--- config.mk ---
export PLATFORM = sky130hd
export DESIGN_NAME = edf_task_scheduler
export DESIGN_NICKNAME = d
export VERILOG_FILES = /design/src/design/edf_pkg.sv /design/src/design/edf_cell.sv /design/src/design/edf_task_scheduler.sv
export SDC_FILE = /design/constraint.sdc
export NUM_CORES = 1
export LEC_CHECK = 0
export BUFFER_PORTS_ARGS = -buffer_cell sky130_fd_sc_hd__buf_2
export CORE_UTILIZATION = 30
export CTS_CLUSTER_SIZE = 14
export DETAILED_ROUTE_END_ITERATION = 8
export GPL_ROUTABILITY_DRIVEN = 0
export GPL_TIMING_DRIVEN = 0
export SYNTH_ARGS = -nofsm -noshare
export SYNTH_HDL_FRONTEND = slang
export SYNTH_SLANG_ARGS = --single-unit
--- constraint.sdc ---
create_clock -name clk -period 3.1 [get_ports clk]
set_input_delay 0.155 -clock clk [delete_from_list [all_inputs] [get_ports clk]]
set_output_delay 0.155 -clock clk [all_outputs]
set_load 0.03 [all_outputs]
--- src/design/edf_pkg.sv ---
// ----------------------------------------------------------------------------
// edf_pkg
// Shared types and constants of the EDF task scheduler: command and status
// codes, slot cell operations, scan flags and controller states.
// ----------------------------------------------------------------------------
`default_nettype none

package edf_pkg;

	localparam int DEF_TASK_SLOTS    = 8;
	localparam int DEF_DEADLINE_BITS = 16;
	localparam int DEF_SLOT_W        = $clog2(DEF_TASK_SLOTS);

	localparam int CMD_W       = 3;
	localparam int SLOT_PORT_W = 3;
	localparam int DL_PORT_W   = 16;
	localparam int STATUS_W    = 3;

	typedef enum logic [CMD_W-1:0] {
		CMD_ACT_TASK  = 3'd0,
		CMD_ACT_IRQ   = 3'd1,
		CMD_TERMINATE = 3'd2,
		CMD_DISPATCH  = 3'd3,
		CMD_RESCHED   = 3'd4
	} cmd_t;

	typedef enum logic [STATUS_W-1:0] {
		STAT_OK       = 3'd0,
		STAT_DUP      = 3'd1,
		STAT_NORUN    = 3'd2,
		STAT_NOREADY  = 3'd3,
		STAT_DISABLED = 3'd4
	} status_t;

	typedef enum logic [2:0] {
		OP_NOP,
		OP_ACTIVATE,
		OP_TERMINATE,
		OP_SET_READY,
		OP_CLR_READY
	} cell_op_t;

	typedef struct packed {
		logic valid;
		logic found;
		logic hit;
	} scan_flags_t;

	typedef enum logic [2:0] {
		ST_IDLE,
		ST_EXEC,
		ST_LAUNCH,
		ST_WAIT,
		ST_RESULT
	} sched_state_t;

endpackage

`default_nettype wire

--- src/design/edf_cell.sv ---
// ----------------------------------------------------------------------------
// edf_cell
// One task slot: active/ready bits and deadline, plus one stage of the scan
// chain that carries the running minimum and the preemption hit.
// ----------------------------------------------------------------------------
`default_nettype none

module edf_cell #(
	parameter int SLOT_W   = edf_pkg::DEF_SLOT_W,
	parameter int DL_W     = edf_pkg::DEF_DEADLINE_BITS,
	parameter int CELL_IDX = 0
) (
	input  logic                 clk,
	input  logic                 arst_n,
	input  edf_pkg::cell_op_t    ctrl_op,
	input  logic [SLOT_W-1:0]    ctrl_idx,
	input  logic [DL_W-1:0]      ctrl_dl,
	input  logic [DL_W-1:0]      cur_dl,
	input  edf_pkg::scan_flags_t scan_in,
	input  logic [SLOT_W-1:0]    scan_in_idx,
	input  logic [DL_W-1:0]      scan_in_dl,
	output edf_pkg::scan_flags_t scan_out,
	output logic [SLOT_W-1:0]    scan_out_idx,
	output logic [DL_W-1:0]      scan_out_dl,
	output logic                 active
);
	import edf_pkg::*;

	logic              active_q;
	logic              ready_q;
	logic [DL_W-1:0]   dl_q;
	scan_flags_t       flags_q;
	logic [SLOT_W-1:0] idx_q;
	logic [DL_W-1:0]   best_dl_q;
	logic              sel;
	logic              eligible;
	logic              take;
	logic              beats_cur;

	assign sel       = (ctrl_idx == SLOT_W'(CELL_IDX));
	assign eligible  = active_q & ready_q;
	// strict compare keeps the lowest index on ties
	assign take      = eligible & (!scan_in.found || (dl_q < scan_in_dl));
	assign beats_cur = eligible & (dl_q < cur_dl);

	always_ff @(posedge clk or negedge arst_n) begin
		if (!arst_n) begin
			active_q <= 1'b0;
			ready_q  <= 1'b0;
		end else if (sel) begin
			case (ctrl_op)
				OP_ACTIVATE: begin
					active_q <= 1'b1;
					ready_q  <= 1'b1;
				end
				OP_TERMINATE: begin
					active_q <= 1'b0;
					ready_q  <= 1'b0;
				end
				OP_SET_READY: ready_q <= 1'b1;
				OP_CLR_READY: ready_q <= 1'b0;
				default: ;
			endcase
		end
	end

	always_ff @(posedge clk) begin
		if (sel && ctrl_op == OP_ACTIVATE) begin
			dl_q <= ctrl_dl;
		end
	end

	always_ff @(posedge clk or negedge arst_n) begin
		if (!arst_n) begin
			flags_q <= '0;
		end else begin
			flags_q.valid <= scan_in.valid;
			flags_q.found <= scan_in.found | eligible;
			flags_q.hit   <= scan_in.hit | beats_cur;
		end
	end

	always_ff @(posedge clk) begin
		idx_q     <= take ? SLOT_W'(CELL_IDX) : scan_in_idx;
		best_dl_q <= take ? dl_q : scan_in_dl;
	end

	assign scan_out     = flags_q;
	assign scan_out_idx = idx_q;
	assign scan_out_dl  = best_dl_q;
	assign active       = active_q;

endmodule

`default_nettype wire

--- src/design/edf_task_scheduler.sv ---
// Flow: commands without a scan pass ST_EXEC and ST_RESULT to the output
//   register; dispatch and preemption checks also pass ST_LAUNCH and ST_WAIT.
// Throughput: one command at a time; the scan token walks the slot chain one
//   cell per cycle, so the chain length sets the scan commands' cost.
// Reset: all slots inactive, nothing running, scheduler disabled, output empty.
// ----------------------------------------------------------------------------
// edf_task_scheduler
// Earliest-deadline-first scheduler: command controller in front of a chain
// of slot cells that is scanned for the most urgent ready task.
// ----------------------------------------------------------------------------
`default_nettype none

module edf_task_scheduler #(
	parameter int TASK_SLOTS    = edf_pkg::DEF_TASK_SLOTS,
	parameter int DEADLINE_BITS = edf_pkg::DEF_DEADLINE_BITS
) (
	input  logic                             clk,
	input  logic                             arst_n,
	input  logic                             cfg_we,
	input  logic                             cfg_wdata,
	input  logic                             in_valid,
	output logic                             in_stall,
	input  logic [edf_pkg::CMD_W-1:0]        cmd,
	input  logic [edf_pkg::SLOT_PORT_W-1:0]  task_slot,
	input  logic [edf_pkg::DL_PORT_W-1:0]    task_deadline,
	output logic                             out_valid,
	input  logic                             out_stall,
	output logic [edf_pkg::STATUS_W-1:0]     status,
	output logic                             running_valid,
	output logic [edf_pkg::SLOT_PORT_W-1:0]  running_slot,
	output logic                             preempted
);
	import edf_pkg::*;

	localparam int SLOT_W = $clog2(TASK_SLOTS);
	localparam int DL_W   = DEADLINE_BITS;

	sched_state_t      state_q, state_d;
	logic              enable_q;
	logic [CMD_W-1:0]  cmd_q;
	logic [SLOT_PORT_W-1:0] slot_q;
	logic [DL_W-1:0]   dl_q;
	logic              dispatch_q, dispatch_d;
	logic              cur_valid_q, cur_valid_d;
	logic [SLOT_W-1:0] cur_slot_q, cur_slot_d;
	logic [DL_W-1:0]   cur_dl_q, cur_dl_d;
	status_t           status_q, status_d;
	logic              pre_q, pre_d;

	logic              out_valid_q;
	status_t           out_status_q;
	logic              out_run_valid_q;
	logic [SLOT_PORT_W-1:0] out_run_slot_q;
	logic              out_pre_q;
	logic              out_load;

	logic              in_accept;
	logic [DL_W+DL_PORT_W-1:0]    dl_wide;
	logic [SLOT_W+SLOT_PORT_W-1:0] slot_wide;
	logic [SLOT_W+SLOT_PORT_W-1:0] cur_wide;
	logic [SLOT_W-1:0] act_idx;
	logic              slot_in_range;

	cell_op_t          cell_op;
	logic [SLOT_W-1:0] cell_idx;
	logic              launch;
	logic [TASK_SLOTS-1:0] active_vec;

	scan_flags_t       chain_flags [TASK_SLOTS+1];
	logic [SLOT_W-1:0] chain_idx   [TASK_SLOTS+1];
	logic [DL_W-1:0]   chain_dl    [TASK_SLOTS+1];

	assign in_stall  = (state_q != ST_IDLE);
	assign in_accept = in_valid & ~in_stall;

	assign dl_wide       = {DL_W'(0), task_deadline};
	assign slot_wide     = {SLOT_W'(0), slot_q};
	assign cur_wide      = {SLOT_PORT_W'(0), cur_slot_q};
	assign act_idx       = slot_wide[SLOT_W-1:0];
	assign slot_in_range = (int'(slot_q) < TASK_SLOTS);

	// scan seed enters cell 0
	assign chain_flags[0] = '{valid: launch, found: 1'b0, hit: 1'b0};
	assign chain_idx[0]   = '0;
	assign chain_dl[0]    = '0;

	for (genvar i = 0; i < TASK_SLOTS; i++) begin : g_cell
		edf_cell #(
			.SLOT_W   (SLOT_W),
			.DL_W     (DL_W),
			.CELL_IDX (i)
		) u_cell (
			.clk          (clk),
			.arst_n       (arst_n),
			.ctrl_op      (cell_op),
			.ctrl_idx     (cell_idx),
			.ctrl_dl      (dl_q),
			.cur_dl       (cur_dl_q),
			.scan_in      (chain_flags[i]),
			.scan_in_idx  (chain_idx[i]),
			.scan_in_dl   (chain_dl[i]),
			.scan_out     (chain_flags[i+1]),
			.scan_out_idx (chain_idx[i+1]),
			.scan_out_dl  (chain_dl[i+1]),
			.active       (active_vec[i])
		);
	end

	always_ff @(posedge clk or negedge arst_n) begin
		if (!arst_n) begin
			enable_q <= 1'b0;
		end else if (cfg_we) begin
			enable_q <= cfg_wdata;
		end
	end

	always_ff @(posedge clk) begin
		if (in_accept) begin
			cmd_q  <= cmd;
			slot_q <= task_slot;
			dl_q   <= dl_wide[DL_W-1:0];
		end
	end

	always_comb begin
		state_d     = state_q;
		dispatch_d  = dispatch_q;
		cur_valid_d = cur_valid_q;
		cur_slot_d  = cur_slot_q;
		cur_dl_d    = cur_dl_q;
		status_d    = status_q;
		pre_d       = pre_q;
		cell_op     = OP_NOP;
		cell_idx    = act_idx;
		launch      = 1'b0;
		out_load    = 1'b0;

		case (state_q)
			ST_IDLE: begin
				if (in_accept) begin
					state_d = ST_EXEC;
				end
			end
			ST_EXEC: begin
				status_d = STAT_OK;
				pre_d    = 1'b0;
				state_d  = ST_RESULT;
				if (!enable_q) begin
					status_d = STAT_DISABLED;
				end else begin
					case (cmd_q)
						CMD_ACT_TASK, CMD_ACT_IRQ: begin
							if (!slot_in_range || active_vec[act_idx]) begin
								status_d = STAT_DUP;
							end else begin
								cell_op = OP_ACTIVATE;
								if (cmd_q == CMD_ACT_TASK && cur_valid_q) begin
									dispatch_d = 1'b0;
									state_d    = ST_LAUNCH;
								end
							end
						end
						CMD_TERMINATE: begin
							if (!cur_valid_q) begin
								status_d = STAT_NORUN;
							end else begin
								cell_op     = OP_TERMINATE;
								cell_idx    = cur_slot_q;
								cur_valid_d = 1'b0;
								cur_slot_d  = '0;
							end
						end
						CMD_DISPATCH: begin
							if (!cur_valid_q) begin
								dispatch_d = 1'b1;
								state_d    = ST_LAUNCH;
							end
						end
						CMD_RESCHED: begin
							if (cur_valid_q) begin
								dispatch_d = 1'b0;
								state_d    = ST_LAUNCH;
							end
						end
						default: ;
					endcase
				end
			end
			ST_LAUNCH: begin
				launch  = 1'b1;
				state_d = ST_WAIT;
			end
			ST_WAIT: begin
				if (chain_flags[TASK_SLOTS].valid) begin
					state_d = ST_RESULT;
					if (dispatch_q) begin
						if (chain_flags[TASK_SLOTS].found) begin
							cell_op     = OP_CLR_READY;
							cell_idx    = chain_idx[TASK_SLOTS];
							cur_valid_d = 1'b1;
							cur_slot_d  = chain_idx[TASK_SLOTS];
							cur_dl_d    = chain_dl[TASK_SLOTS];
						end else begin
							status_d = STAT_NOREADY;
						end
					end else if (chain_flags[TASK_SLOTS].hit) begin
						// running task goes back to ready
						cell_op     = OP_SET_READY;
						cell_idx    = cur_slot_q;
						cur_valid_d = 1'b0;
						cur_slot_d  = '0;
						pre_d       = 1'b1;
					end
				end
			end
			ST_RESULT: begin
				if (!out_valid_q || !out_stall) begin
					out_load = 1'b1;
					state_d  = ST_IDLE;
				end
			end
			default: state_d = ST_IDLE;
		endcase
	end

	always_ff @(posedge clk or negedge arst_n) begin
		if (!arst_n) begin
			state_q     <= ST_IDLE;
			dispatch_q  <= 1'b0;
			cur_valid_q <= 1'b0;
			cur_slot_q  <= '0;
			status_q    <= STAT_OK;
			pre_q       <= 1'b0;
			out_valid_q <= 1'b0;
		end else begin
			state_q     <= state_d;
			dispatch_q  <= dispatch_d;
			cur_valid_q <= cur_valid_d;
			cur_slot_q  <= cur_slot_d;
			status_q    <= status_d;
			pre_q       <= pre_d;
			if (out_load) begin
				out_valid_q <= 1'b1;
			end else if (!out_stall) begin
				out_valid_q <= 1'b0;
			end
		end
	end

	always_ff @(posedge clk) begin
		cur_dl_q <= cur_dl_d;
		if (out_load) begin
			out_status_q    <= status_q;
			out_run_valid_q <= cur_valid_q;
			out_run_slot_q  <= cur_wide[SLOT_PORT_W-1:0];
			out_pre_q       <= pre_q;
		end
	end

	assign out_valid     = out_valid_q;
	assign status        = out_status_q;
	assign running_valid = out_run_valid_q;
	assign running_slot  = out_run_slot_q;
	assign preempted     = out_pre_q;

	// scan token only comes out of the chain while the controller waits on it
	assert property (@(posedge clk) disable iff (!arst_n)
		chain_flags[TASK_SLOTS].valid |-> state_q == ST_WAIT)
		else $error("scan result outside of wait state");

	// the running slot is always an active slot
	assert property (@(posedge clk) disable iff (!arst_n)
		cur_valid_q |-> active_vec[cur_slot_q])
		else $error("running slot is not active");

	// an accepted command is executed in the next cycle
	assert property (@(posedge clk) disable iff (!arst_n)
		in_accept |=> state_q == ST_EXEC)
		else $error("accepted command not executed");

	// a finished result reaches the output register when it has room
	assert property (@(posedge clk) disable iff (!arst_n)
		state_q == ST_RESULT && !(out_valid_q && out_stall) |=>
			out_valid_q && state_q == ST_IDLE)
		else $error("result not delivered");

	// a preemption always leaves nothing running
	assert property (@(posedge clk) disable iff (!arst_n)
		out_valid_q && out_pre_q |-> !out_run_valid_q)
		else $error("preempted result shows a running task");

endmodule

`default_nettype wire

# [After elaboration in Yosys (flattened, before gate mapping)]
# Cells that the tools add are included.
[classes] order_cmp=16 eq_ne=36 mux=75 bitwise_logic=39 reduce_logical=60
[ops] cell="16-bit < comparator" count=15
[ops] cell="16-bit 2-to-1 mux" count=7
[ops] cell="3-bit 2-to-1 mux" count=29
[ops] cell="2-bit AND reduction" count=16
[ops] cell="1-bit AND" count=24
[ops] cell="3-bit by 2-bit == test with 1-bit output (second input constant)" count=8
[ops] cell="3-bit case mux with 2 select lines" count=4
[ops] cell="2-bit != test (second input constant)" count=11
[ops] cell="3-bit == test (second input constant)" count=7
[ops] cell="1-bit 2-to-1 mux" count=21
[ops] cell="3-bit case mux with 5 select lines" count=1
[ops] cell="1-bit OR" count=14
[ops] cell="7-bit AND reduction" count=2
[ops] cell="3-bit by 1-bit == test with 1-bit output (second input constant)" count=4
[ops] cell="4-bit AND reduction" count=3
[ops] cell="1-bit logical AND" count=9
[ops] cell="1-bit logical NOT" count=9
[ops] cell="3-bit logical NOT" count=3
[ops] cell="3-bit case mux with 3 select lines" count=1
[ops] cell="1-bit logical OR" count=8
[ops] cell="2-bit 2-to-1 mux" count=4
[ops] cell="2-bit by 1-bit != test with 1-bit output (second input constant)" count=4
[ops] cell="1-bit case mux with 2 select lines" count=4
[ops] cell="2-bit case mux with 2 select lines" count=2
[ops] cell="10 further kinds" count=16
[totals] regBits=373 input_bits=28 out_inout_bits=10 word_cells=305

# [Depth between registers and ports, before layout]
[depth] depth_word=10 mapped_depth=10 ltp_nobuf=8

# [By module]
# A second synthesis with hierarchy kept.
[unflattened] hier_cells=1699 area_unflattened_um2=19443.6
[by_module_without_submodules] module="edf_cell at g_cell[1].u_cell ..." instances=3 cells_each=182 area_per_inst_um2=2083.2 seq_area_each_um2=985.9
[by_module_without_submodules] module="edf_cell at g_cell[5].u_cell ..." instances=2 cells_each=182 area_per_inst_um2=2077.0 seq_area_each_um2=985.9
[by_module_without_submodules] module="edf_cell at g_cell[3].u_cell" instances=1 cells_each=286 area_per_inst_um2=2605.0 seq_area_each_um2=985.9
[by_module_without_submodules] module="edf_task_scheduler" instances=1 cells_each=140 area_per_inst_um2=2272.2 seq_area_each_um2=1731.7
[by_module_without_submodules] module="edf_cell at g_cell[0].u_cell" instances=1 cells_each=181 area_per_inst_um2=2088.3 seq_area_each_um2=985.9
[by_module_without_submodules] module="edf_cell at g_cell[7].u_cell" instances=1 cells_each=182 area_per_inst_um2=2074.5 seq_area_each_um2=985.9

# [Worst setup path after synthesis]
# Ideal clock, no wire load.
[synth_path] kind="register to register" start="register state_q[2]" end="register g_cell[3].u_cell.dl_q[0], enable pin" setup_time_ps=390 arrival_ps=2266 required_ps=2710 setup_slack_ps=444 path_stages_with_launch=9 n_path_buf=3 period_less_slack_ps=2656 path_cell_list="dfrtp_1 -> nand4bb_1 -> buf_2 -> or2_1 -> buf_6 -> o221ai_4 -> nand2b_1 -> buf_4 -> nor2_1"
[synth_between] elab_chain_cells=4 word_cells_on_any_way=7 classes_between="4 x eq/ne; 2 x mux; 1 x reduce/logical"
[synth_lines] item="start, declared" line_no="edf_task_scheduler.sv:38" text="sched_state_t state_q, state_d;"
[synth_lines] item="start signal, assigned" line_no="edf_task_scheduler.sv:236" text="state_q <= state_d;"
[synth_lines] item="3-bit by 2-bit == test with 1-bit output or 3-bit by 1-bit == test with 1-bit output (tied branches)" line_no="edf_task_scheduler.sv:138" text="case (state_q)"
[synth_lines] item="3-bit case mux with 2 select lines" line_no="edf_task_scheduler.sv:138"
[synth_lines] item="3-bit by 2-bit == test with 1-bit output or 3-bit by 1-bit == test with 1-bit output (tied branches)" line_no="edf_cell.sv:40, edf_cell.sv:68"
[synth_lines] item="1-bit logical AND *" line_no="edf_cell.sv:68" text="if (sel && ctrl_op == OP_ACTIVATE) begin"
[synth_lines] item="end signal, assigned" line_no="edf_cell.sv:69" text="dl_q <= ctrl_dl;"
[synth_lines] item="end, declared" line_no="edf_cell.sv:31" text="logic [DL_W-1:0] dl_q;"
# Mark *: on every way between the ends. The rest lies on a longest branch, timed or not.
# A chain may end at the register's enable or synchronous reset.

# [Worst setup path in the final report]
[layout_path] start="register g_cell[0].u_cell.active_q" end="register g_cell[7].u_cell.dl_q[5], enable pin"
[layout_between] elab_chain_cells=8
[layout_lines] item="start, declared" line_no="edf_cell.sv:29" text="logic active_q;"
[layout_lines] item="start signal, assigned" line_no="edf_cell.sv:48" text="active_q <= 1'b0;"
[layout_lines] item="start signal, assigned" line_no="edf_cell.sv:53" text="active_q <= 1'b1;"
[layout_lines] item="start signal, assigned" line_no="edf_cell.sv:57" text="active_q <= 1'b0;"
[layout_lines] item="1-bit binary-select mux with 3-bit select" line_no="edf_task_scheduler.sv:153" text="if (!slot_in_range || active_vec[act_idx]) begin"
[layout_lines] item="1-bit 2-to-1 mux (not written as such)" line_no="edf_task_scheduler.sv:153"
[layout_lines] item="1-bit 2-to-1 mux" line_no="edf_task_scheduler.sv:153"
[layout_lines] item="2-bit case mux with 2 select lines" line_no="edf_task_scheduler.sv:151" text="case (cmd_q)"
[layout_lines] item="2-bit 2-to-1 mux" line_no="edf_task_scheduler.sv:148" text="if (!enable_q) begin"
[layout_lines] item="3-bit case mux with 2 select lines" line_no="edf_task_scheduler.sv:138"
[layout_lines] item="3-bit by 1-bit == test with 1-bit output" line_no="edf_cell.sv:68"
[layout_lines] item="1-bit logical AND" line_no="edf_cell.sv:68"
[layout_lines] item="end signal, assigned" line_no="edf_cell.sv:69"
[layout_lines] item="end, declared" line_no="edf_cell.sv:31"
# Every way passes these cells. The select of a mux whose other input is x is not followed.

==> impl_metrics.yaml <==
routing:
  top_layer: "met4"
  ant_nets: 0
  drc_errors: 0
  drt-met1-wl_um: 19180
  via_per_inst: 4.691
  wl_met3_um: 1900
  drt_wl_total_um: 39990
  via_count: 10706
  routedWlPerCell_um: 17.53
  first_pass_iters: 5
  wl_met2_um: 18220
  drt-initial-drc-count: 596
sta:
  max_slew_margin_pct: 45.55
  skew_ns: 0.01361
  setup_viol: 0
  fmax_mhz: 347.3
  rsz0062_at_grt: "false"
  hold_violations: 0
  worst_slack_ns: 0.2204
  fin_crit_sh_pct: 92.89
  tightest_slew_ns: 0.8168
  maxSlewViolCount: 0
  layout_min_cycle_time_ns: 2.880
critical_path:
  required_ns: 3.34
  endpoint_kind: "register"
  crit_arrival_ns: 3.12
  crit_path_max_fanout: 16
  worstPathCellList: "mux4_2 -> mux2i_1 -> nor4b_2 -> nand2_1 -> nor2_2 -> buf_8"
  worst-path-buf-inv: 1
  cpMaxStageDelayCell: "dfrtp_1"
  cp-start-kind: "register"
  critical_path_class: "reg -> reg"
  cpPeakStageDelay_ns: 0.54
  cpLargestDelayFamily: "simple AND/OR/NAND/NOR gates"
logic_synthesis:
  synthCells: 1371
  synth-edff-count: 174
  ys_seq_elements: 373
  ys.flop_type: "edfxtp_1"
  ys_warn_count: 0
  synth_nets: 1624
  synth_cell_types: 63
  yosysSeqAreaShare_pct: 53.64
  async_flop_share_pct: 14.48
  avgSynthCellArea_um2: 12.89
  syn_area_mm2: 0.01767
clock_network:
  clkLatencyLatePin_ns: 0.55
  ctsLongestPathBuffers: 3
  cts_made_buffers: 40
  root_buffer: "clkbuf_16"
  cts_tree: "done"
  clk_pin_slew_ns: 0.06
  h-tree-depth: 2
  clkSinkCount: 373
cells_and_area:
  fin_util_pct: 35.58
  layout_common_cells: "ha_1 (225), edfxtp_1 (174), dfxtp_1 (145)"
  fillers: 5647
  drive_gt1_share_pct: 17.40
  final_common_cell: "ha_1"
  num_antenna_cells: 0
  fin_area_mm2: 0.02061
  nets: 1740
  area_growth_pct: 16.61
floorplan:
  chipWidth_um: 244.7
  rows: 88
  initial_core_util_pct: 30.51
  pin_count: 38
  core_mm2: 0.05792
  die_height_um: 244.7
  die_area_mm2: 0.05988
power_and_ir_drop:
  irDropWorstVdd_v: 0.0004310
  p_leak_nw: 8.631
  p_per_area_mw_per_mm2: 554.1
global_routing:
  grt_pass1_vias: 11200
  grt_overflow: 0
  grt_usage_pct: 13.64
  grt_max_degree: 55
  antenna_found_initial: 1
  grt_pass1_wl_um: 63150
placed_design:
  port_buffers: 37
  dp_slack_ns: -0.3148
  place_hpwl_um: 30130
  post_dp_cell_area_mm2: 0.01891
flow_run:
  maxCapViolCount: 0
worst_hold_path:
  min_path_type: "in -> async"
status:
  status: "completed"
path summary, 6_finish.rpt:
path | slack (ns) | from | to | cells past startpoint
setup / recovery | 0.22 | g_cell[0].u_cell.active | g_cell[7].u_cell.dl_q[5] | 6
hold / removal | 0.22 | arst_n | status_q[0] | 2
setup reg to reg | 0.22 | g_cell[0].u_cell.active | g_cell[7].u_cell.dl_q[5] | 6
hold reg to reg | 0.35 | g_cell[1].u_cell.scan_out[2] | g_cell[2].u_cell.scan_out[2] | 0
max in group asynchronous | 2.35 | arst_n | g_cell[0].u_cell.scan_out[0] | 2
min in group clk | 0.32 | cmd[0] | cmd_q[0] | 2
power by group:
part	total [mW]	leakage (nW)	switching [mW]	internal, mW
sequential	5.85	3.45	0.327	5.52
clock	4.69	0.642	1.93	2.76
combinational	0.875	4.54	0.532	0.343
synthesized netlist by cell type, types with 3 or more instances:
master     count  area [um2]
o22a_1         4       35.03
mux2i_1       10       100.1
o41ai_1        6       52.55
nand2_1       39       146.4
clkbuf_1       7       26.28
edfxtp_1     174        5225
a2111oi_4      4       110.1
dfrtp_1       54        1351
o211ai_1      10       75.07
nor4_1        12       75.07
a31oi_1        4       25.02
a211oi_1      17       127.6
nor3_1         4       20.02
and2_1         6       37.54
ha_1         225        2815
nand4_1       18       112.6
nand2b_1      28       175.2
a41o_1         3       30.03
buf_2          5       25.02
o2111ai_4      4       105.1
nand4b_1       4       35.03
and4_1         5       43.79
o21ai_0       41       205.2
o21a_1        11       82.58
mux2_2        85       957.2
buf_6          5       56.30
nor2b_1       20       125.1
a21oi_1       67       335.3
mux2_4        29       435.4
buf_4          3       22.52
nand3_1        8       40.04
inv_1        142       533.0
a21o_1        45       337.8
o32a_1         4       40.04
o2111ai_1     16       140.1
dfxtp_1      145        2903
a2bb2oi_1      3       26.28
nand3b_1       3       22.52
nor2_1        38       142.6
and3_1        28       175.2
o21ai_1        5       25.02
final cells by class:
class | count | area [um2] | area share [%]
buffer | 20 | 130.1 | 0.6315
clock inverter | 21 | 173.9 | 0.8440
inverter | 142 | 533.0 | 2.587
multi-input combinational | 836 | 7579 | 36.78
sequential | 373 | 9479 | 46.00
clock buffer | 51 | 1104 | 5.356
timing repair buffer | 74 | 650.6 | 3.157
tap | 765 | 957.2 | 4.645
timing repair:
item | CTS | global route
gates resized for setup | 3 | 3
hold endpoints to repair | 80 | 0
buffers inserted | 0 | 6
pin swaps | 0 | 6
hold buffers | 27 | 0
endpoints found under the setup margin | 102 | 102
sequential cells by signal, indices dropped and copies added, names as in the netlist, 3 cells and up:
signal                      flops
g_cell.u_cell.dl_q            128
g_cell.u_cell.scan_out_dl     128
g_cell.u_cell.scan_out         24
g_cell.u_cell.scan_out_idx     17
cur_dl_q                       16
dl_q                           16
g_cell.u_cell.active            8
g_cell.u_cell.ready_q           8
act_idx                         3
cmd_q                           3
cur_slot_q                      3
running_slot                    3
state_q                         3
status                          3
status_q                        3
logic make-up after synthesis:
kind of cell,count (synthesis),synth area share (%)
AOI/OAI and AO/OA,257,10.77
DFF,373,53.64
and+or+nand+nor,228,7.201
buffers and inverters,162,3.753
muxes,126,8.702
adders and majority gates,225,15.93
per-stage QoR:
stage | setup TNS [ns] | power (mW) | cells | hold slack [ns]
3_3_place_gp | -59.04 | 6.729 | 2173 | 0.3345
6_report | 0 | 11.42 | 2282 | 0.2191
3_5_place_dp | -17.21 | 6.798 | 2177 | 0.3338
2_1_floorplan | 0 | 6.341 | 1371 | -0.1406
5_1_grt | 0 | 11.86 | 2282 | 0.2639
4_1_cts | -9.813 | 11.56 | 2276 | 0.2813
worst register-to-register path, stage by stage, from the launching register on:
cell     delay, ns
dfrtp_1       0.54
mux4_2        0.54
mux2i_1       0.31
nor4b_2       0.38
nand2_1       0.33
nor2_2        0.25
buf_8         0.21
layer usage:
layer,up-vias,track usage [%]
li1,5316,-
met1,5132,19.00
met2,206,22.01
met3,52,2.351
met4,0,3.015
met5,-,0
Note: power is estimated with default switching activity, not from simulation.
